--- src/design/gcbp_pkg.sv ---
`default_nettype none

package gcbp_pkg;

  // Input field widths
  localparam int VAL_W  = 16;
  localparam int BLEN_W = 5;
  localparam int ULEN_W = 6;

  // Widened length arithmetic (holds blen + ulen without overflow)
  localparam int LSUM_W = 7;

  // A code longer than this is rejected
  localparam int CODE_CAP = 64;

  localparam int BYTE_W = 8;

  // Depth of the queue between front and back
  localparam int Q_DEPTH = 4;

  typedef enum logic {
    OP_APPEND = 1'b0,
    OP_FLUSH  = 1'b1
  } opcode_t;

endpackage

`default_nettype wire

--- src/design/gcbp_front.sv ---
`default_nettype none

module gcbp_front import gcbp_pkg::*; #(
  parameter int MAX_BINARY_BITS = 16,
  parameter int MAX_UNARY_BITS  = 48,
  parameter int WORD_W          = 72,
  parameter int NB_W            = 4
) (
  input  wire logic              clk,
  input  wire logic              rst_n,
  input  wire logic              push,
  input  wire logic              q_full,
  input  wire logic              in_opcode,
  input  wire logic [VAL_W-1:0]  in_binary_value,
  input  wire logic [BLEN_W-1:0] in_binary_length,
  input  wire logic [ULEN_W-1:0] in_unary_length,
  output logic                   enq,
  output logic [WORD_W-1:0]      enq_word,
  output logic [NB_W-1:0]        enq_nbytes,
  output logic                   enq_err
);

  localparam logic [LSUM_W-1:0] MB  = LSUM_W'(MAX_BINARY_BITS);
  localparam logic [LSUM_W-1:0] MU  = LSUM_W'(MAX_UNARY_BITS);
  localparam logic [LSUM_W-1:0] CAP = LSUM_W'(CODE_CAP);
  localparam logic [7:0]        WW  = 8'(WORD_W);

  logic [BYTE_W-1:0] pb_r, pb_nxt;   // partial byte, filled from bit 7
  logic [2:0]        pc_r, pc_nxt;   // bits held in pb_r

  logic              accept;
  logic              is_flush;
  logic [LSUM_W-1:0] blen_w, ulen_w, code_len;
  logic              len_err;
  logic [7:0]        total, bin_sh, one_sh;
  logic [VAL_W:0]    mask_ext;
  logic [VAL_W-1:0]  bval;
  logic [WORD_W-1:0] head, word, rest;
  logic [NB_W-1:0]   nbytes;

  assign accept   = push && !q_full;
  assign is_flush = (opcode_t'(in_opcode) == OP_FLUSH);

  always_comb begin
    blen_w   = {{(LSUM_W-BLEN_W){1'b0}}, in_binary_length};
    ulen_w   = {{(LSUM_W-ULEN_W){1'b0}}, in_unary_length};
    code_len = blen_w + ulen_w;
    len_err  = (blen_w > MB) || (ulen_w > MU) || (ulen_w == '0) || (code_len > CAP);

    // pending bits, then binary bits MSB first, then zeros and the stop one
    total    = {5'b0, pc_r} + {{(8-LSUM_W){1'b0}}, code_len};
    bin_sh   = WW - {5'b0, pc_r} - {{(8-LSUM_W){1'b0}}, blen_w};
    one_sh   = WW - total;
    mask_ext = ({{VAL_W{1'b0}}, 1'b1} << in_binary_length) - {{VAL_W{1'b0}}, 1'b1};
    bval     = in_binary_value & mask_ext[VAL_W-1:0];
    head     = {pb_r, {(WORD_W-BYTE_W){1'b0}}};
    word     = head
             | (WORD_W'(bval) << bin_sh)
             | ({{(WORD_W-1){1'b0}}, 1'b1} << one_sh);
    nbytes   = NB_W'(total >> 3);
    rest     = word << {nbytes, 3'b000};

    pb_nxt     = pb_r;
    pc_nxt     = pc_r;
    enq        = 1'b0;
    enq_word   = word;
    enq_nbytes = nbytes;
    enq_err    = 1'b0;

    if (is_flush) begin
      enq_word   = head;
      enq_nbytes = NB_W'(1);
      enq        = accept && (pc_r != '0);
      if (accept) begin
        pb_nxt = '0;
        pc_nxt = '0;
      end
    end else if (len_err) begin
      // rejected: one error result, state untouched
      enq_word   = '0;
      enq_nbytes = NB_W'(1);
      enq_err    = 1'b1;
      enq        = accept;
    end else begin
      enq = accept && (nbytes != '0);
      if (accept) begin
        pb_nxt = rest[WORD_W-1 -: BYTE_W];
        pc_nxt = total[2:0];
      end
    end
  end

  always_ff @(posedge clk) begin
    if (!rst_n) begin
      pb_r <= '0;
      pc_r <= '0;
    end else begin
      pb_r <= pb_nxt;
      pc_r <= pc_nxt;
    end
  end

endmodule

`default_nettype wire

--- src/design/gcbp_fifo.sv ---
`default_nettype none

module gcbp_fifo import gcbp_pkg::*; #(
  parameter int WIDTH = 77,
  parameter int DEPTH = 4
) (
  input  wire logic             clk,
  input  wire logic             rst_n,
  input  wire logic             wr_en,
  input  wire logic [WIDTH-1:0] wr_data,
  input  wire logic             rd_en,
  output logic [WIDTH-1:0]      rd_data,
  output logic                  full,
  output logic                  empty
);

  localparam int PTR_W = (DEPTH > 1) ? $clog2(DEPTH) : 1;
  localparam int CNT_W = $clog2(DEPTH + 1);

  logic [WIDTH-1:0] mem [DEPTH];
  logic [PTR_W-1:0] wp_r, wp_nxt, rp_r, rp_nxt;
  logic [CNT_W-1:0] cnt_r, cnt_nxt;
  logic             do_wr, do_rd;

  assign full    = (cnt_r == CNT_W'(DEPTH));
  assign empty   = (cnt_r == '0);
  assign do_wr   = wr_en && !full;
  assign do_rd   = rd_en && !empty;
  assign rd_data = mem[rp_r];

  always_comb begin
    wp_nxt  = wp_r;
    rp_nxt  = rp_r;
    cnt_nxt = cnt_r;
    if (do_wr) begin
      wp_nxt = (wp_r == PTR_W'(DEPTH - 1)) ? '0 : wp_r + PTR_W'(1);
    end
    if (do_rd) begin
      rp_nxt = (rp_r == PTR_W'(DEPTH - 1)) ? '0 : rp_r + PTR_W'(1);
    end
    if (do_wr && !do_rd) begin
      cnt_nxt = cnt_r + CNT_W'(1);
    end else if (do_rd && !do_wr) begin
      cnt_nxt = cnt_r - CNT_W'(1);
    end
  end

  always_ff @(posedge clk) begin
    if (do_wr) begin
      mem[wp_r] <= wr_data;
    end
  end

  always_ff @(posedge clk) begin
    if (!rst_n) begin
      wp_r  <= '0;
      rp_r  <= '0;
      cnt_r <= '0;
    end else begin
      wp_r  <= wp_nxt;
      rp_r  <= rp_nxt;
      cnt_r <= cnt_nxt;
    end
  end

endmodule

`default_nettype wire

--- src/design/gcbp_back.sv ---
`default_nettype none

module gcbp_back import gcbp_pkg::*; #(
  parameter int WORD_W = 72,
  parameter int NB_W   = 4
) (
  input  wire logic              clk,
  input  wire logic              rst_n,
  input  wire logic              q_empty,
  input  wire logic [WORD_W-1:0] q_word,
  input  wire logic [NB_W-1:0]   q_nbytes,
  input  wire logic              q_err,
  output logic                   q_pop,
  output logic                   empty,
  input  wire logic              pop,
  output logic [BYTE_W-1:0]      out_packed_byte,
  output logic                   out_last_of_item,
  output logic                   out_length_error
);

  logic              busy_r, busy_nxt;
  logic [WORD_W-1:0] word_r, word_nxt;
  logic [NB_W-1:0]   left_r, left_nxt;
  logic              err_r, err_nxt;

  logic              ov_r, ov_nxt;
  logic [BYTE_W-1:0] ob_r, ob_nxt;
  logic              ol_r, ol_nxt;
  logic              oe_r, oe_nxt;

  logic              out_take, emit, last_byte;

  assign empty            = !ov_r;
  assign out_packed_byte  = ob_r;
  assign out_last_of_item = ol_r;
  assign out_length_error = oe_r;

  always_comb begin
    out_take  = !ov_r || pop;
    emit      = busy_r && out_take;
    last_byte = (left_r == NB_W'(1));
    q_pop     = !q_empty && (!busy_r || (emit && last_byte));

    busy_nxt = busy_r;
    word_nxt = word_r;
    left_nxt = left_r;
    err_nxt  = err_r;
    ov_nxt   = ov_r;
    ob_nxt   = ob_r;
    ol_nxt   = ol_r;
    oe_nxt   = oe_r;

    if (emit) begin
      ov_nxt   = 1'b1;
      ob_nxt   = word_r[WORD_W-1 -: BYTE_W];
      ol_nxt   = last_byte;
      oe_nxt   = err_r;
      word_nxt = word_r << BYTE_W;
      left_nxt = left_r - NB_W'(1);
      if (last_byte) begin
        busy_nxt = 1'b0;
      end
    end else if (out_take) begin
      ov_nxt = 1'b0;
    end

    if (q_pop) begin
      busy_nxt = 1'b1;
      word_nxt = q_word;
      left_nxt = q_nbytes;
      err_nxt  = q_err;
    end
  end

  always_ff @(posedge clk) begin
    if (!rst_n) begin
      busy_r <= 1'b0;
      ov_r   <= 1'b0;
    end else begin
      busy_r <= busy_nxt;
      ov_r   <= ov_nxt;
    end
  end

  always_ff @(posedge clk) begin
    word_r <= word_nxt;
    left_r <= left_nxt;
    err_r  <= err_nxt;
    ob_r   <= ob_nxt;
    ol_r   <= ol_nxt;
    oe_r   <= oe_nxt;
  end

endmodule

`default_nettype wire

--- src/design/golomb_code_bit_packer.sv ---
// Path: a byte passes the queue, the byte unit's word and then the output register.
// Throughput: one request per cycle in while full is low; one byte per cycle out while
//   pop keeps up. A request holds the byte unit until its last byte goes out; a 4-entry
//   queue absorbs bursts, full rises when it fills.
// Reset: synchronous, active-low rst_n; clears the partial byte, empties the queue and
//   the output register.
`default_nettype none

module golomb_code_bit_packer import gcbp_pkg::*; #(
  parameter int MAX_BINARY_BITS = 16,
  parameter int MAX_UNARY_BITS  = 48
) (
  input  wire logic              clk,
  input  wire logic              rst_n,
  // request side
  input  wire logic              push,
  output logic                   full,
  input  wire logic              in_opcode,
  input  wire logic [VAL_W-1:0]  in_binary_value,
  input  wire logic [BLEN_W-1:0] in_binary_length,
  input  wire logic [ULEN_W-1:0] in_unary_length,
  // byte side
  output logic                   empty,
  input  wire logic              pop,
  output logic [BYTE_W-1:0]      out_packed_byte,
  output logic                   out_last_of_item,
  output logic                   out_length_error
);

  // Longest code that passes the length checks. The binary length port tops out at 31
  // and the unary one at 63; anything over CODE_CAP is rejected anyway.
  localparam int BIN_EFF  = (MAX_BINARY_BITS < 31) ? MAX_BINARY_BITS : 31;
  localparam int UN_EFF   = (MAX_UNARY_BITS < 63) ? MAX_UNARY_BITS : 63;
  localparam int CODE_MAX = (BIN_EFF + UN_EFF < CODE_CAP) ? BIN_EFF + UN_EFF : CODE_CAP;
  // Working word: up to 7 pending bits plus the longest code, rounded up to bytes.
  localparam int WORD_W   = ((CODE_MAX + 7 + BYTE_W - 1) / BYTE_W) * BYTE_W;
  localparam int NB_W     = $clog2(WORD_W / BYTE_W + 1);
  // Queue entry: {error, byte count, left-aligned bit word}
  localparam int ENTRY_W  = WORD_W + NB_W + 1;

  logic              enq, enq_err;
  logic [WORD_W-1:0] enq_word;
  logic [NB_W-1:0]   enq_nbytes;

  logic              q_full, q_empty, q_pop;
  logic [ENTRY_W-1:0] q_wdata, q_rdata;

  assign full    = q_full;
  assign q_wdata = {enq_err, enq_nbytes, enq_word};

  // Front: holds the partial byte, combinationally merges each code into a left-aligned
  // word and decides how many whole bytes the request yields. Requests that yield
  // nothing (short code, empty flush) never reach the queue.
  gcbp_front #(
    .MAX_BINARY_BITS (MAX_BINARY_BITS),
    .MAX_UNARY_BITS  (MAX_UNARY_BITS),
    .WORD_W          (WORD_W),
    .NB_W            (NB_W)
  ) u_front (
    .clk              (clk),
    .rst_n            (rst_n),
    .push             (push),
    .q_full           (q_full),
    .in_opcode        (in_opcode),
    .in_binary_value  (in_binary_value),
    .in_binary_length (in_binary_length),
    .in_unary_length  (in_unary_length),
    .enq              (enq),
    .enq_word         (enq_word),
    .enq_nbytes       (enq_nbytes),
    .enq_err          (enq_err)
  );

  // Decouples the combinational front from the byte-at-a-time back.
  gcbp_fifo #(
    .WIDTH (ENTRY_W),
    .DEPTH (Q_DEPTH)
  ) u_fifo (
    .clk     (clk),
    .rst_n   (rst_n),
    .wr_en   (enq),
    .wr_data (q_wdata),
    .rd_en   (q_pop),
    .rd_data (q_rdata),
    .full    (q_full),
    .empty   (q_empty)
  );

  // Back: shifts bytes out of the current entry into the output register, one per cycle
  // while pop keeps up; loads the next entry in the same cycle the last byte goes out.
  gcbp_back #(
    .WORD_W (WORD_W),
    .NB_W   (NB_W)
  ) u_back (
    .clk              (clk),
    .rst_n            (rst_n),
    .q_empty          (q_empty),
    .q_word           (q_rdata[WORD_W-1:0]),
    .q_nbytes         (q_rdata[WORD_W +: NB_W]),
    .q_err            (q_rdata[ENTRY_W-1]),
    .q_pop            (q_pop),
    .empty            (empty),
    .pop              (pop),
    .out_packed_byte  (out_packed_byte),
    .out_last_of_item (out_last_of_item),
    .out_length_error (out_length_error)
  );

endmodule

`default_nettype wire

--- config.mk ---
export PLATFORM = sky130hd
export DESIGN_NAME = golomb_code_bit_packer
export DESIGN_NICKNAME = d
export VERILOG_FILES = /design/src/design/gcbp_pkg.sv /design/src/design/gcbp_front.sv /design/src/design/gcbp_fifo.sv /design/src/design/gcbp_back.sv /design/src/design/golomb_code_bit_packer.sv
export SDC_FILE = /design/constraint.sdc
export NUM_CORES = 1
export LEC_CHECK = 0
export BUFFER_PORTS_ARGS = -buffer_cell sky130_fd_sc_hd__buf_2
export CAP_MARGIN = 40
export CORE_UTILIZATION = 59
export CTS_BUF_LIST = sky130_fd_sc_hd__clkbuf_4
export DETAILED_ROUTE_END_ITERATION = 6
export PLACE_DENSITY = 0.87
export SETUP_SLACK_MARGIN = 0.05
export SYNTH_ARGS = -nofsm -noshare
export SYNTH_HDL_FRONTEND = slang
export SYNTH_SLANG_ARGS = --single-unit
--- constraint.sdc ---
create_clock -name clk -period 11.4 [get_ports clk]
set_input_delay 0.57 -clock clk [delete_from_list [all_inputs] [get_ports clk]]
set_output_delay 0.57 -clock clk [all_outputs]
set_load 0.02 [all_outputs]
==> results.json <==
{
  "status": "finished, violations left",
  "violations": "DRC",
  "wl_per_cell_um": 26.3,
  "synth_cell_types": 104,
  "synth_seq_cells": 417,
  "antenna_left": 0,
  "core_area_um2": 34500,
  "cts_buffers": 98,
  "startpoint": "in_binary_length[1]",
  "finClkSkew_ns": 0.0518,
  "fin_setup_tns_ns": 0,
  "drt_first_pass_iters": 7,
  "drtIter0Drc": 1866,
  "cap_viol_max_count": 0,
  "hold_start": "pop",
  "nNetsFinal": 1645,
  "final_layout_size_suffix_gt1_frac": 0.283,
  "slowest_stage": "a211oi_2",
  "place_ws_ns": 5.59,
  "first_global_vias": 14200,
  "seq_area_frac_synth": 0.595,
  "fin_cells": 2111,
  "cts_tree": "done",
  "hp-class": "input port to flop",
  "crit_buf_inv": 5,
  "overflow": 0,
  "synthArstFlopShare": 0,
  "row_count": 68,
  "area_growth_pct": 10.3,
  "power_density_nw_per_um2": 212,
  "start_kind": "input port",
  "grt_antenna_before_repair": 3,
  "clk_latency_ns": 0.76,
  "yosysTopAreaCell": "edfxtp_1",
  "start_util": 0.599,
  "synth_top_area_frac": 0.574,
  "synth_area_um2": 20700,
  "synth_edf_count": 395,
  "fillCellCount": 2418,
  "required_ns": 11.79,
  "arrival_ns": 5.53,
  "p_total_w": 0.00483,
  "cts_sinks": 417,
  "fin_ws_ns": 6.25,
  "cts_root_buffer": "clkbuf_4",
  "fmaxAchievable_ghz": 0.194,
  "reg2reg_depth": 14,
  "dp.cells": 1940,
  "finalMaxSlewViolations": 0,
  "hpwlAfterDp_um": 38100,
  "setup_viol": 0,
  "post_cts.repair.setup_buffers": 0,
  "cp-end-kind": "flop",
  "multi_input_area_um2": 7920,
  "worst_ir_drop_vdd_mv": 0.239,
  "final_cell_mix": "edfxtp_1 (395), clkbuf_4 (150), nor2_1 (128)",
  "worst_pin_slew_ns": 0.995,
  "final_common_cell": "edfxtp_1",
  "io_pins": 44,
  "rr_startpoint": "u_front.pc_r[0]$_SDFFE_PN0P_",
  "cts_resized": 0,
  "synthTopCellsByArea": "edfxtp_1 (57%), mux4_2 (8.6%), mux2_2 (4.0%), nor2_1 (2.3%), dfxtp_1 (2.1%)",
  "path_clk_slew_ns": 0.06,
  "drcViolationCount": 1,
  "die_h_um": 189,
  "relSlewSlack": 0.334,
  "grt_max_degree": 66,
  "syn_avg_cell_area_um2": 13.9,
  "ff_latch_area_um2": 12300,
  "die-area_um2": 35800,
  "post_drt_via_cell_ratio": 6.70,
  "cts_hold_buf": 0,
  "gr-usage-all-layers": 0.318,
  "final_hold_viol_count": 0,
  "whs_path_depth": 3,
  "clock_path_buffers": 3,
  "path_max_fanout": 44,
  "place.gp.congestion": 0.985,
  "cts_max_level": 3,
  "vias": 14200,
  "p_leak_nw": 7.79,
  "wl_um": 55600,
  "synthFlopType": "edfxtp_1",
  "crit_cells": 16,
  "grt_first_pass_wirelength_um": 84600,
  "path_cells": "buf_2 -> inv_1 -> fa_1 -> xnor2_1 -> ha_1 -> nor2b_1 -> o22ai_1 -> nor2_1 -> xnor2_2 -> buf_4 -> nand2_1 -> nor3_4 -> a211oi_2 -> and2_4 -> buf_4 -> buf_16",
  "yosysWarnings": 0,
  "crit_top_cell": "buf_4",
  "synth_nets": 1551,
  "fp.dieW_um": 189,
  "crit_type": "input port to flop",
  "r2r_slack_ns": 6.48,
  "period_needed_ns": 5.15,
  "rsz0062_at_grt": "no",
  "slowest_delay_ns": 0.57,
  "synthCells": 1492,
  "cp_top_family": "simple AND/OR/NAND/NOR gates",
  "io_buffers": 43,
  "period_share": 0.451
}
## where the power goes
part | leakage [nW] | switching, W | internal, W
Sequential | 4.07 | 0.000102 | 0.00203
Combinational | 2.99 | 0.000933 | 0.000624
Clock | 0.738 | 0.000552 | 0.000596
## sequential cells by signal, summed over array words and instances (netlist names), 2 cells and up, named ones only
signal / cells
u_fifo.mem: 308
u_back.out_packed_byte: 8
u_fifo.cnt_r: 3
u_back.word_r: 72
u_fifo.wp_r: 2
u_fifo.rp_r: 2
u_front.pc_r: 3
u_front.pb_r: 8
u_back.left_r: 4
## worst paths after layout
kind	to
worst min-delay path	u_back.ov_r$_SDFFE_PN0P_
worst max-delay path	u_fifo.mem[0][25]$_DFFE_PP_
worst max register to register	u_fifo.mem[0][25]$_DFFE_PP_
worst min register to register	u_back.out_packed_byte[4]$_DFFE_PP_
## stage by stage
stage	hold slack [ns]	utilization	area [µm²]
after CTS	0.113	0.660	22800
after detailed placement	0.407	0.625	21600
after floorplan	0.400	-	20700
final	0.158	0.660	22800
after global routing	0.126	0.660	22800
after global placement	0.404	0.618	21400
## worst register-to-register path: stages, from the launching register on
cell and delay [ns]:
dfxtp_1 0.42, ha_1 0.20, inv_1 0.06, fa_1 0.47, nor2b_1 0.29, o22ai_1 0.17, nor2_1 0.31, xnor2_2 0.09
buf_4 0.24, nand2_1 0.43, nor3_4 0.14, a211oi_2 0.57, and2_4 0.45, buf_4 0.37, buf_16 0.29
## routing by layer
layer  track usage  routed length [µm]  vias to the layer above
met5             0                   0                        -
met4         0.152                2750                        0
met3        0.0747                5090                      182
met2         0.497               26100                      844
met1         0.422               21700                     6946
li1              -                   -                     6180
## cell type report
cell class | count | area share
diodes | 1 | 0.000110
clock buffers | 150 | 0.0494
clock inverters | 19 | 0.00379
inverters | 27 | 0.00444
multi-input cells | 952 | 0.347
flip-flops and latches | 417 | 0.540
well taps | 455 | 0.0250
repair buffers | 90 | 0.0304
## Yosys cell counts (12+ instances only)
cell,instances
a31oi_1,12
mux2_2,74
a21oi_1,73
nor3_1,31
nand3_1,33
ha_1,23
nor2_1,128
a211oi_1,13
mux4_2,79
mux2i_1,12
clkbuf_1,66
dfxtp_1,22
nand2_1,100
o21ai_0,30
a22oi_1,20
buf_1,14
nor2b_1,26
xnor2_1,12
edfxtp_1,395
o211ai_1,14
inv_1,26
## cell families (layout without fill, tap and decap cells)
family / after synthesis / after routing / synth area share
AO/OA/AOI/OAI: 322 / 322 / 0.115
adder cells (fa/ha/maj): 27 / 27 / 0.0178
buffers and inverters: 123 / 286 / 0.0246
other: 0 / 1 / 0
multiplexers: 168 / 168 / 0.135
flip-flops: 417 / 417 / 0.595
AND/OR/NAND/NOR: 416 / 416 / 0.101
XOR/XNOR: 19 / 19 / 0.0115
Power figures use the tool's default switching activity.
